<file path="src/hdl/lbcnd_pkg.sv">
// Shared types and constants of the LED blink code number display.
`default_nettype none

package lbcnd_pkg;

   localparam int VALUE_W    = 32;
   localparam int DIGIT_W    = 4;
   localparam int BCD_DIGITS = 10;
   localparam int COUNT_W    = 4;
   localparam int TICK_W     = 16;
   localparam int PRE_W      = 4;
   localparam int CSR_IDX_W  = 8;

   localparam logic [TICK_W-1:0] FAST_HALF_RESET = 16'd11;
   localparam logic [TICK_W-1:0] SLOW_HALF_RESET = 16'd45;
   localparam logic [TICK_W-1:0] BREAK_RESET     = 16'd189;
   localparam logic [PRE_W-1:0]  PREAMBLE_RESET  = 4'd6;

   localparam logic [CSR_IDX_W-1:0] CSR_FAST_HALF = 8'd0;
   localparam logic [CSR_IDX_W-1:0] CSR_SLOW_HALF = 8'd1;
   localparam logic [CSR_IDX_W-1:0] CSR_BREAK     = 8'd2;
   localparam logic [CSR_IDX_W-1:0] CSR_PREAMBLE  = 8'd3;

   typedef struct packed {
      logic               cmd;
      logic [VALUE_W-1:0] value;
   } req_type;

   typedef struct packed {
      logic led_on;
      logic busy_res;
      logic finished;
   } rsp_type;

   typedef logic [BCD_DIGITS-1:0][DIGIT_W-1:0] bcd_type;

   typedef struct packed {
      logic               busy;
      logic [COUNT_W-1:0] count;
   } conv_status_type;

endpackage

`default_nettype wire

</file>
<file path="src/hdl/lbcnd_bcd_conv.sv">
// Iterative binary to BCD converter with significant digit count.
`default_nettype none

module lbcnd_bcd_conv (
   input  wire                               clock,
   input  wire                               reset,
   input  wire                               start,
   input  wire  [lbcnd_pkg::VALUE_W-1:0]     value,
   output lbcnd_pkg::bcd_type                digits,
   output lbcnd_pkg::conv_status_type        status
);

   localparam int SHIFT_CNT_W = $clog2(lbcnd_pkg::VALUE_W);

   typedef enum logic [2:0] {
      CV_IDLE  = 3'b001,
      CV_SHIFT = 3'b010,
      CV_COUNT = 3'b100
   } conv_state_type;

   conv_state_type                     state_ff, state_in;
   logic [SHIFT_CNT_W-1:0]             cnt_ff, cnt_in;
   logic [lbcnd_pkg::VALUE_W-1:0]      bin_ff, bin_in;
   lbcnd_pkg::bcd_type                 bcd_ff, bcd_in;
   logic [lbcnd_pkg::COUNT_W-1:0]      count_ff, count_in;
   lbcnd_pkg::bcd_type                 adj;
   logic [lbcnd_pkg::BCD_DIGITS*lbcnd_pkg::DIGIT_W-1:0] adj_bits;
   logic [lbcnd_pkg::COUNT_W-1:0]      sig_count;

   // Add three to every digit of five or more before each shift.
   always_comb begin
      for (int i = 0; i < lbcnd_pkg::BCD_DIGITS; i++) begin
         adj[i] = (bcd_ff[i] >= 4'd5) ? bcd_ff[i] + 4'd3 : bcd_ff[i];
      end
   end

   assign adj_bits = adj;

   // Position of the highest nonzero digit; zero still shows one digit.
   always_comb begin
      sig_count = lbcnd_pkg::COUNT_W'(1);
      for (int i = 0; i < lbcnd_pkg::BCD_DIGITS; i++) begin
         if (bcd_ff[i] != '0) begin
            sig_count = lbcnd_pkg::COUNT_W'(i + 1);
         end
      end
   end

   always_comb begin
      state_in = state_ff;
      cnt_in   = cnt_ff;
      bin_in   = bin_ff;
      bcd_in   = bcd_ff;
      count_in = count_ff;
      case (state_ff)
         CV_IDLE: begin
            if (start) begin
               state_in = CV_SHIFT;
               cnt_in   = '0;
               bin_in   = value;
               bcd_in   = '0;
            end
         end
         CV_SHIFT: begin
            bcd_in = {adj_bits[lbcnd_pkg::BCD_DIGITS*lbcnd_pkg::DIGIT_W-2:0],
                      bin_ff[lbcnd_pkg::VALUE_W-1]};
            bin_in = {bin_ff[lbcnd_pkg::VALUE_W-2:0], 1'b0};
            cnt_in = cnt_ff + SHIFT_CNT_W'(1);
            if (cnt_ff == SHIFT_CNT_W'(lbcnd_pkg::VALUE_W - 1)) begin
               state_in = CV_COUNT;
            end
         end
         CV_COUNT: begin
            count_in = sig_count;
            state_in = CV_IDLE;
         end
         default: begin
            state_in = CV_IDLE;
         end
      endcase
   end

   always_ff @(posedge clock) begin
      if (reset) begin
         state_ff <= CV_IDLE;
         cnt_ff   <= '0;
         count_ff <= '0;
      end else begin
         state_ff <= state_in;
         cnt_ff   <= cnt_in;
         count_ff <= count_in;
      end
   end

   always_ff @(posedge clock) begin
      bin_ff <= bin_in;
      bcd_ff <= bcd_in;
   end

   assign digits       = bcd_ff;
   assign status.busy  = (state_ff != CV_IDLE);
   assign status.count = count_ff;

endmodule

`default_nettype wire

</file>
<file path="src/hdl/led_blink_code_number_display.sv">
// Top level of the LED blink code number display.
//
// Each beat on the request channel is either a time tick or a start command,
// and each gives exactly one response beat with the LED level, the busy flag
// and the finished flag. A start taken while idle is answered as well, but
// then keeps req_ready low while the BCD converter runs its 32 shift-and-correct
// steps and one digit count step. The response sits in an output register;
// req_ready also drops while a response waits and rsp_ready is low.
// Configuration writes take effect when the next phase loads its tick count.
`default_nettype none

module led_blink_code_number_display #(
   parameter int MAX_DIGITS = 10
) (
   input  wire                                 clock,
   input  wire                                 reset,
   input  wire                                 req_valid,
   output logic                                req_ready,
   input  wire  lbcnd_pkg::req_type            req_data,
   output logic                                rsp_valid,
   input  wire                                 rsp_ready,
   output lbcnd_pkg::rsp_type                  rsp_data,
   input  wire                                 csr_wr_en,
   input  wire  [lbcnd_pkg::CSR_IDX_W-1:0]     csr_index,
   input  wire  [lbcnd_pkg::TICK_W-1:0]        csr_wr_data
);

   localparam int TOTAL_W = $clog2(MAX_DIGITS + 1);
   localparam int SEL_W   = (TOTAL_W > lbcnd_pkg::COUNT_W) ? TOTAL_W : lbcnd_pkg::COUNT_W;
   localparam int TW      = lbcnd_pkg::TICK_W;

   typedef enum logic [6:0] {
      PH_IDLE      = 7'b0000001,
      PH_PRE_ON    = 7'b0000010,
      PH_PRE_OFF   = 7'b0000100,
      PH_PRE_BREAK = 7'b0001000,
      PH_DIG_ON    = 7'b0010000,
      PH_DIG_OFF   = 7'b0100000,
      PH_DIG_BREAK = 7'b1000000
   } phase_type;

   function automatic logic [TW-1:0] at_least_one(input logic [TW-1:0] t);
      return (t == '0) ? TW'(1) : t;
   endfunction

   logic [TW-1:0]                   fast_ff, slow_ff, break_ff;
   logic [lbcnd_pkg::PRE_W-1:0]     pre_ff;
   phase_type                       phase_ff, phase_in;
   logic [TOTAL_W-1:0]              pos_ff, pos_in;
   logic [lbcnd_pkg::DIGIT_W-1:0]   blinks_ff, blinks_in;
   logic [TW-1:0]                   ticks_ff, ticks_in;
   logic                            led_ff, led_in;
   logic                            finished_in;
   logic                            rsp_valid_ff;
   lbcnd_pkg::rsp_type              rsp_data_ff;

   lbcnd_pkg::bcd_type              digits;
   lbcnd_pkg::conv_status_type      conv_status;
   logic                            accept;
   logic                            conv_start;
   logic [TOTAL_W-1:0]              total;
   logic [TOTAL_W-1:0]              pos_adv;
   logic [TOTAL_W-1:0]              pos_next;
   logic [SEL_W-1:0]                dig_idx;
   logic [lbcnd_pkg::DIGIT_W-1:0]   digit;
   logic [lbcnd_pkg::DIGIT_W-1:0]   blinks_dec;
   logic [TW-1:0]                   fast_eff, slow_eff, break_eff, half_eff;

   assign req_ready  = !conv_status.busy && (!rsp_valid_ff || rsp_ready);
   assign accept     = req_valid && req_ready;
   assign conv_start = accept && req_data.cmd && (phase_ff == PH_IDLE);

   lbcnd_bcd_conv u_conv (
      .clock  (clock),
      .reset  (reset),
      .start  (conv_start),
      .value  (req_data.value),
      .digits (digits),
      .status (conv_status)
   );

   // Only the least significant MAX_DIGITS digits are shown.
   assign total = (SEL_W'(conv_status.count) > SEL_W'(MAX_DIGITS))
                  ? TOTAL_W'(MAX_DIGITS) : TOTAL_W'(conv_status.count);

   assign fast_eff  = at_least_one(fast_ff);
   assign slow_eff  = at_least_one(slow_ff);
   assign break_eff = at_least_one(break_ff);

   // Digit position that the next phase works on; digits are shown most
   // significant first, so position p maps to BCD digit total-1-p.
   always_comb begin
      case (phase_ff)
         PH_PRE_BREAK: pos_adv = '0;
         PH_DIG_BREAK: pos_adv = pos_ff + TOTAL_W'(1);
         default:      pos_adv = pos_ff;
      endcase
   end

   assign dig_idx = SEL_W'(total) - SEL_W'(1) - SEL_W'(pos_adv);

   always_comb begin
      digit = '0;
      for (int i = 0; i < lbcnd_pkg::BCD_DIGITS; i++) begin
         if (dig_idx == SEL_W'(i)) begin
            digit = digits[i];
         end
      end
   end

   assign half_eff   = (digit == '0) ? fast_eff : slow_eff;
   assign blinks_dec = (blinks_ff != '0) ? blinks_ff - lbcnd_pkg::DIGIT_W'(1) : '0;
   assign pos_next   = pos_ff + TOTAL_W'(1);

   always_comb begin
      phase_in    = phase_ff;
      pos_in      = pos_ff;
      blinks_in   = blinks_ff;
      ticks_in    = ticks_ff;
      led_in      = led_ff;
      finished_in = 1'b0;
      if (accept) begin
         if (req_data.cmd) begin
            if (phase_ff == PH_IDLE) begin
               pos_in    = '0;
               blinks_in = pre_ff;
               if (pre_ff != '0) begin
                  phase_in = PH_PRE_ON;
                  led_in   = 1'b1;
                  ticks_in = fast_eff;
               end else begin
                  phase_in = PH_PRE_BREAK;
                  led_in   = 1'b0;
                  ticks_in = break_eff;
               end
            end
         end else if (phase_ff != PH_IDLE) begin
            if (ticks_ff > TW'(1)) begin
               ticks_in = ticks_ff - TW'(1);
            end else begin
               case (phase_ff)
                  PH_PRE_ON: begin
                     phase_in = PH_PRE_OFF;
                     led_in   = 1'b0;
                     ticks_in = fast_eff;
                  end
                  PH_PRE_OFF: begin
                     blinks_in = blinks_dec;
                     if (blinks_dec != '0) begin
                        phase_in = PH_PRE_ON;
                        led_in   = 1'b1;
                        ticks_in = fast_eff;
                     end else begin
                        phase_in = PH_PRE_BREAK;
                        led_in   = 1'b0;
                        ticks_in = break_eff;
                     end
                  end
                  PH_PRE_BREAK: begin
                     pos_in    = '0;
                     phase_in  = PH_DIG_ON;
                     blinks_in = (digit == '0) ? lbcnd_pkg::DIGIT_W'(1) : digit;
                     led_in    = 1'b1;
                     ticks_in  = half_eff;
                  end
                  PH_DIG_ON: begin
                     phase_in = PH_DIG_OFF;
                     led_in   = 1'b0;
                     ticks_in = half_eff;
                  end
                  PH_DIG_OFF: begin
                     blinks_in = blinks_dec;
                     if (blinks_dec != '0) begin
                        phase_in = PH_DIG_ON;
                        led_in   = 1'b1;
                        ticks_in = half_eff;
                     end else begin
                        phase_in = PH_DIG_BREAK;
                        led_in   = 1'b0;
                        ticks_in = break_eff;
                     end
                  end
                  PH_DIG_BREAK: begin
                     pos_in = pos_next;
                     if (pos_next < total) begin
                        phase_in  = PH_DIG_ON;
                        blinks_in = (digit == '0) ? lbcnd_pkg::DIGIT_W'(1) : digit;
                        led_in    = 1'b1;
                        ticks_in  = half_eff;
                     end else begin
                        phase_in    = PH_IDLE;
                        led_in      = 1'b0;
                        ticks_in    = '0;
                        blinks_in   = '0;
                        finished_in = 1'b1;
                     end
                  end
                  default: begin
                     phase_in = PH_IDLE;
                     led_in   = 1'b0;
                  end
               endcase
            end
         end
      end
   end

   always_ff @(posedge clock) begin
      if (reset) begin
         fast_ff      <= lbcnd_pkg::FAST_HALF_RESET;
         slow_ff      <= lbcnd_pkg::SLOW_HALF_RESET;
         break_ff     <= lbcnd_pkg::BREAK_RESET;
         pre_ff       <= lbcnd_pkg::PREAMBLE_RESET;
         phase_ff     <= PH_IDLE;
         pos_ff       <= '0;
         blinks_ff    <= '0;
         ticks_ff     <= '0;
         led_ff       <= 1'b0;
         rsp_valid_ff <= 1'b0;
      end else begin
         if (csr_wr_en) begin
            case (csr_index)
               lbcnd_pkg::CSR_FAST_HALF: fast_ff  <= csr_wr_data;
               lbcnd_pkg::CSR_SLOW_HALF: slow_ff  <= csr_wr_data;
               lbcnd_pkg::CSR_BREAK:     break_ff <= csr_wr_data;
               lbcnd_pkg::CSR_PREAMBLE:  pre_ff   <= csr_wr_data[lbcnd_pkg::PRE_W-1:0];
               default: begin
               end
            endcase
         end
         phase_ff  <= phase_in;
         pos_ff    <= pos_in;
         blinks_ff <= blinks_in;
         ticks_ff  <= ticks_in;
         led_ff    <= led_in;
         if (accept) begin
            rsp_valid_ff <= 1'b1;
         end else if (rsp_ready) begin
            rsp_valid_ff <= 1'b0;
         end
      end
   end

   always_ff @(posedge clock) begin
      if (accept) begin
         rsp_data_ff.led_on   <= led_in;
         rsp_data_ff.busy_res <= (phase_in != PH_IDLE);
         rsp_data_ff.finished <= finished_in;
      end
   end

   assign rsp_valid = rsp_valid_ff;
   assign rsp_data  = rsp_data_ff;

   // A start taken while idle must hand the value to the converter.
   a_start_converts: assert property (@(posedge clock) disable iff (reset)
      conv_start |=> conv_status.busy)
      else $error("start did not launch the BCD conversion");

   // The LED is lit only in the on half of a blink.
   a_led_phase: assert property (@(posedge clock) disable iff (reset)
      led_ff |-> (phase_ff == PH_PRE_ON || phase_ff == PH_DIG_ON))
      else $error("LED lit outside an on half");

   // Every active phase holds a loaded tick count.
   a_ticks_loaded: assert property (@(posedge clock) disable iff (reset)
      (phase_ff != PH_IDLE) |-> (ticks_ff != '0))
      else $error("active phase with an empty tick count");

   // The finishing beat leaves the block idle and dark.
   a_finish_idle: assert property (@(posedge clock) disable iff (reset)
      (rsp_valid_ff && rsp_data_ff.finished)
         |-> (!rsp_data_ff.busy_res && !rsp_data_ff.led_on && phase_ff == PH_IDLE))
      else $error("finished beat while still busy");

endmodule

`default_nettype wire
</file>
<file path="config.mk">
export PLATFORM = sky130hd
export DESIGN_NAME = led_blink_code_number_display
export DESIGN_NICKNAME = d
export VERILOG_FILES = /design/src/hdl/lbcnd_pkg.sv /design/src/hdl/lbcnd_bcd_conv.sv /design/src/hdl/led_blink_code_number_display.sv
export SDC_FILE = /design/constraint.sdc
export NUM_CORES = 1
export LEC_CHECK = 0
export BUFFER_PORTS_ARGS = -buffer_cell sky130_fd_sc_hd__buf_2
export CORE_ASPECT_RATIO = 0.6
export CORE_UTILIZATION = 43
export CTS_BUF_LIST = sky130_fd_sc_hd__clkbuf_8
export DETAILED_ROUTE_END_ITERATION = 8
export GPL_ROUTABILITY_DRIVEN = 1
export GPL_TIMING_DRIVEN = 0
export PLACE_DENSITY = 0.62
export SETUP_SLACK_MARGIN = 0.5
export SLEW_MARGIN = 10
export SYNTH_ARGS = -nofsm -noshare
export SYNTH_HDL_FRONTEND = slang
export SYNTH_SLANG_ARGS = --single-unit
</file>
<file path="constraint.sdc">
create_clock -name clock -period 5.6 [get_ports clock]
set_input_delay 1.68 -clock clock [delete_from_list [all_inputs] [get_ports clock]]
set_output_delay 1.68 -clock clock [all_outputs]
set_load 0.005 [all_outputs]
</file>
=== After elaboration in Yosys (flattened, before gate mapping) ===
Cells that the tools add are included.

* Bits in registers: 172
* Output and inout port bits: 5

* Add/sub/neg operators: 16
* $lt $le $gt $ge: 13
* Equal/unequal tests: 30
* Mux-type cells: 87
* Bitwise logic cells: 2
* Reduce and logical (&&, ||, !) cells: 42

{| class="wikitable"
|+ Operator list
! cell !! number
|-
| 2-to-1 mux 16 bit || 12
|-
| 2-to-1 mux 4 bit || 36
|-
| one-hot mux 16 bit (5 select lines) || 1
|-
| one-hot mux 40 bit (2 select lines) || 1
|-
| one-hot mux 32 bit (2 select lines) || 1
|-
| nonzero test 4 bit || 13
|-
| logical NOT 16 bit || 3
|-
| 2-to-1 mux 7 bit || 6
|-
| one-hot mux 7 bit (6 select lines) || 1
|-
| >= comparator 4 x 3 -> 1 bit (second input constant) || 10
|-
| 2-to-1 mux 40 bit || 1
|-
| adder 4 x 2 -> 4 bit (second input constant) || 9
|-
| 2-to-1 mux 32 bit || 1
|-
| 2-to-1 mux 3 bit || 7
|-
| == test 4 x 3 -> 1 bit (second input constant) || 4
|-
| == test 8 x 2 -> 1 bit (second input constant) || 2
|-
| > comparator 16 x 1 -> 1 bit (second input constant) || 1
|-
| subtractor 16 x 1 -> 16 bit (second input constant) || 1
|-
| != test 7 x 1 -> 1 bit (second input constant) || 2
|-
| one-hot mux 4 bit (3 select lines) || 1
|-
| AND reduction 2 bit || 6
|-
| 2-to-1 mux 1 bit || 11
|-
| 2-to-1 mux 5 bit || 2
|-
| one-hot mux 5 bit (2 select lines) || 1
|-
| 41 further kinds || 57
|}

=== Logic depth before layout (Yosys ltp) ===
* Depth in word-level cells: 22
* Mapped depth: 19
* Depth with buffers taken out: 16

=== Modules after synthesis ===
From an unflattened synthesis, not the netlist that was laid out.

* Cell total of the unflattened synthesis: 1,200
* Area total of the unflattened synthesis: 10,371.2 um^2

{| class="wikitable"
|+ By module, submodules not included
! module !! times used !! cells each !! area an instance (um^2) !! seq. area each (um^2)
|-
| led_blink_code_number_display || 1 || 779 || 6,087.1 || 1,791.7
|-
| lbcnd_bcd_conv || 1 || 421 || 4,284.1 || 2,402.3
|}

=== Least setup slack after synthesis ===
OpenSTA, ideal clock, no wires.

* Path type: input -> register
* Start point: input rsp_ready
* End point: register u_conv.cnt_ff[2]
* Library setup time: 0.128 ns
* Arrival: 4.793 ns
* Required time: 5.472 ns
* Slack: 0.679 ns
* Cell stages on the path: 9
* Buffers on the path: 0
* Path through: nor2b_1 > nor4b_1 > nand2_1 > nor2_1 > nand2_1 > nand2_1 > o21ai_0 > a21oi_1 > nor2_1

* Word-level cells in the longest chain between the ends: 7

{| class="wikitable"
|+ RTL lines
! element !! RTL line !! source
|-
| start: declaration || led_blink_code_number_display.sv:21 || <nowiki>input wire rsp_ready,</nowiki>
|-
| logical OR 1 bit || led_blink_code_number_display.sv:69 || <nowiki>assign req_ready = !conv_status.busy && (!rsp_valid_ff || rsp_ready);</nowiki>
|-
| logical AND 1 bit || led_blink_code_number_display.sv:69 ||
|-
| net req_ready || led_blink_code_number_display.sv:18 || <nowiki>output logic req_ready,</nowiki>
|-
| logical AND 1 bit || led_blink_code_number_display.sv:70 || <nowiki>assign accept = req_valid && req_ready;</nowiki>
|-
| logical AND 1 bit (2 in a row) || led_blink_code_number_display.sv:71 || <nowiki>assign conv_start = accept && req_data.cmd && (phase_ff == PH_IDLE);</nowiki>
|-
| != test 2 bit (no source line) || -- ||
|-
| AND reduction 2 bit (no source line) || -- ||
|-
| end signal: assignment || lbcnd_bcd_conv.sv:90 || <nowiki>cnt_ff <= cnt_in;</nowiki>
|-
| end: declaration || lbcnd_bcd_conv.sv:22 || <nowiki>logic [SHIFT_CNT_W-1:0] cnt_ff, cnt_in;</nowiki>
|}

The timed path passes the listed nets, and every way through them passes these cells.
A chain may end at the register's enable or synchronous reset.

=== Final worst setup path ===
* Start point: input rsp_ready
* End point: register ticks_ff[14]

* Word-level cells in the longest chain between the ends: 4

{| class="wikitable"
|+ RTL lines
! element !! RTL line !! source
|-
| logical OR 1 bit || led_blink_code_number_display.sv:69 ||
|-
| logical AND 1 bit || led_blink_code_number_display.sv:69 ||
|-
| logical AND 1 bit || led_blink_code_number_display.sv:70 ||
|-
| net accept || led_blink_code_number_display.sv:59 || <nowiki>logic accept;</nowiki>
|-
| AND reduction 4 bit (no source line) || -- ||
|-
| end signal: assignment || led_blink_code_number_display.sv:234 || <nowiki>ticks_ff <= ticks_in;</nowiki>
|-
| end: declaration || led_blink_code_number_display.sv:51 || <nowiki>logic [TW-1:0] ticks_ff, ticks_in;</nowiki>
|}

The timed path passes the listed nets, and every way through them passes these cells.

==> results.yml <==
run_status:
  status: "finished clean"
setup_path:
  required_ns: 5.99
  critPathArrivalTime_ns: 5.32
  endpoint_kind: "register"
  crit_slowest_cell: "a31oi_1"
  crit_chain: "buf_2 -> nor2b_1 -> nor4b_1 -> nand2_1 -> inv_1 -> nand2_1 -> a31oi_1 -> clkbuf_1 -> nor2_1 -> a311oi_1 -> o21ai_0 -> a21oi_1"
  r2r_start: "phase_ff[3]"
  critPathMostFrequentCell: "nand2_1"
  slowest_delay_ns: 0.82
  cp-start-kind: "primary input"
  crit_fanout: 10
  path_class: "in2reg"
  crit_start: "rsp_ready"
run:
  maxCapViolCount: 0
synthesis:
  yosys_warnings: 0
  synth_compound_area_share_pct: 17.9
  synth_fp_nets: 1357
  synth_area_leader_cell: "edfxtp_1"
  synth_top_family_by_area: "simple AND/OR/NAND/NOR gates"
  synth_area_leaders: "edfxtp_1 21%, dfxtp_1 18%, nand2_1 8.8%"
  synth-simple-area-share_pct: 24.2
  synth_cells: 1265
  synth_top_area_share_pct: 21.4
  syn_area_per_cell_um2: 8.32
  synth.ff_latch_count: 172
  async_flop_share_pct: 0
  synthMuxAreaShare_pct: 6.91
  synth_fa_ha_area_share_pct: 3.64
  dominantRegCellSynth: "dfxtp_1"
  syn_area_um2: 10500
  ys_types: 83
  ys_seq_area_share_pct: 39.9
  synth-edff-count: 75
  synth_xor_xnor_area_share_pct: 3.50
timing:
  drv_slew: 0
  finClkSkew_ns: 0.0306
  setup_violations: 0
  period_share_pct: 88.2
  period_minus_slack_ns: 4.94
  hold_viol: 0
  tightestPinTransition_ns: 1.25
  fmaxAchievable_ghz: 0.203
  hold_ws_ns: 0.485
  slew_headroom_pct: 15.8
  worst_slack_ns: 0.663
  rsz0062_at_grt: "no"
global_route:
  gr-total-overflow: 0
  grt_start_max_net_pins: 48
  grt_pass1_vias: 8756
  antenna_found_initial: 1
  grt_pass1_wl_um: 51900
  grt_usage_pct: 27.5
clock_network:
  cts_buffers: 17
  clk_path_buf_depth: 2
  clockRootBuffer: "clkbuf_8"
  cts_sinks: 172
  path_clk_slew_ns: 0.10
  clk_latency_ns: 0.49
  htreeDepth: 4
  postCtsHoldBufs: 0
  cts_tree: "built"
pwr:
  leakagePower_nw: 4.53
  p_per_area_nw_per_um2: 259
  irDropWorstVdd_v: 0.000157
route:
  antenna_left: 0
  post_drt_wl_per_cell_um: 20.0
  drcViolationCount: 0
  drt-pass1-iter-count: 5
  wirelength_um: 33600
  dr.first_iter.drc_count: 1160
  vias: 9912
  routed_via_density: 5.90
floorplan:
  die_h_um: 123
  die-area_um2: 25100
  initial_utilization_pct: 44.7
  core_area_um2: 23600
  rows: 43
  die_w_um: 204
  pin_count: 67
placed_design:
  portBuffers: 65
  dpl_cell_area_um2: 11300
  hpwl_um: 25400
  dp_cells: 1647
  gp_congestion: 1.04
  post-place-ws_ns: 0.133
layout:
  syn_to_final_growth_pct: 12.1
  nNetsFinal: 1444
  num-fill-cells: 2354
  finalNonFillerCells: 1680
  drive_above_1_share_pct: 11.5
  diodes: 0
  final_area_um2: 11800
hold_path:
  worstHoldStart: "u_conv.cnt_ff[4]"
  hold_class: "reg2reg"
-- sequential cells by signal (all words and copies together) (netlist names) --
name             cells
u_conv.count_ff      4
slow_ff             16
pre_ff               4
u_conv.cnt_ff        5
break_ff            16
u_conv.state_ff      3
led_ff               1
u_conv.digits       40
pos_ff               4
ticks_ff            16
blinks_ff            4
phase_ff             7
u_conv.bin_ff       32
fast_ff             16
rsp_data             3
rsp_valid            1
-- routing by layer --
layer | vias to the layer above | global-route usage [%] | wire length (um)
met1 | 4670 | 44.7 | 17200
li1 | 4690 | - | -
met4 | 0 | 5.18 | 286
met5 | - | 0 | 0
met2 | 525 | 33.0 | 11700
met3 | 27 | 9.96 | 4420
-- Yosys cell counts, types with 4 or more instances --
cell type and count:
a221oi_1 11, nand3_1 22, nand2b_1 20, nor4_1 20, o21ai_0 74, clkbuf_1 59, xor2_1 20, edfxtp_1 75
dfxtp_1 97, nor3b_1 5, and3_1 8, nand4_1 7, mux2i_1 49, a31oi_1 13, nand2_1 246, nor2_1 153
o211ai_1 6, nand3b_1 8, a211oi_1 7, nor2b_1 12, inv_1 41, and2_1 8, ha_1 29, a41oi_1 6
mux4_2 7, xnor2_1 17, o31ai_1 6, mux2_2 7, a311oi_1 8, a21oi_1 99, a22oi_1 4, a211o_1 11
nor3_1 31
-- critical path: cells and delay by family --
family	cells	cell delay (ns)
AOI/OAI and AO/OA	4	1.48
and+or+nand+nor	5	1.11
buffers and inverters	3	1.03
-- cell type report --
type	instances	area, um^2	share of cell area [%]
repair buffers	68	365	3.10
well taps	315	394	3.34
clock inverters	15	180	1.53
multi-input cells	985	6000	50.8
flip-flops and latches	172	4190	35.5
clock buffers	17	234	1.98
plain buffers	67	280	2.38
inverters	41	154	1.30
-- worst paths after layout --
kind	endpoint	slack, ns	cells past startpoint
setup / recovery	ticks_ff[14]	0.66	12
setup reg to reg	ticks_ff[8]	0.70	16
hold reg to reg	u_conv.cnt_ff[4]	0.48	2
hold / removal	u_conv.cnt_ff[4]	0.48	2
-- power by group --
part / total [mW] / internal [mW] / switching [mW]
Sequential: 1.44 / 1.37 / 0.0649
Clock: 0.922 / 0.375 / 0.547
Combinational: 0.699 / 0.234 / 0.465
-- cell usage in the layout (no fill, tap or decap), types with 12 or more instances in the layout --
master	synthesis	routed
ha_1	29	29
edfxtp_1	75	75
mux2i_1	49	43
inv_1	41	41
nand2b_1	20	20
dfxtp_1	97	97
nor4_1	20	18
nor3_1	31	31
clkbuf_1	59	56
nand2_1	246	245
nand3_1	22	21
nor2_1	153	152
xnor2_1	17	17
o21ai_0	74	74
a31oi_1	13	13
clkbuf_8	0	17
a21oi_1	99	99
nor2b_1	12	12
xor2_1	20	20
buf_2	3	68
-- stage by stage --
| step | util [%] | TNS, ns | total power [mW] |
|---|---|---|---|
| after floorplan | - | 0 | 1.90 |
| after global placement | 47.7 | -61.73 | 2.13 |
| after detailed placement | 47.9 | 0 | 2.13 |
| after CTS | 49.8 | 0 | 3.04 |
| after global routing | 50.1 | 0 | 3.19 |
| final | 50.1 | 0 | 3.06 |
-- cell families (layout without fill, tap and decap cells) --
kind of cell / after synthesis / count (layout)
AND/OR/NAND/NOR: 564 / 564
AO/OA/AOI/OAI: 289 / 289
flip-flops: 172 / 172
buffers and inverters: 108 / 208
multiplexers: 63 / 63
XOR/XNOR: 39 / 39
adder cells (fa/ha/maj): 30 / 30
-- repair_timing --
action                                  4_1_cts  5_1_grt
endpoints found under the setup margin       13       15
pin swaps                                     0        1
gates resized for setup                       7       18
setup buffers                                 0        1
Power figures use the tool's default switching activity.
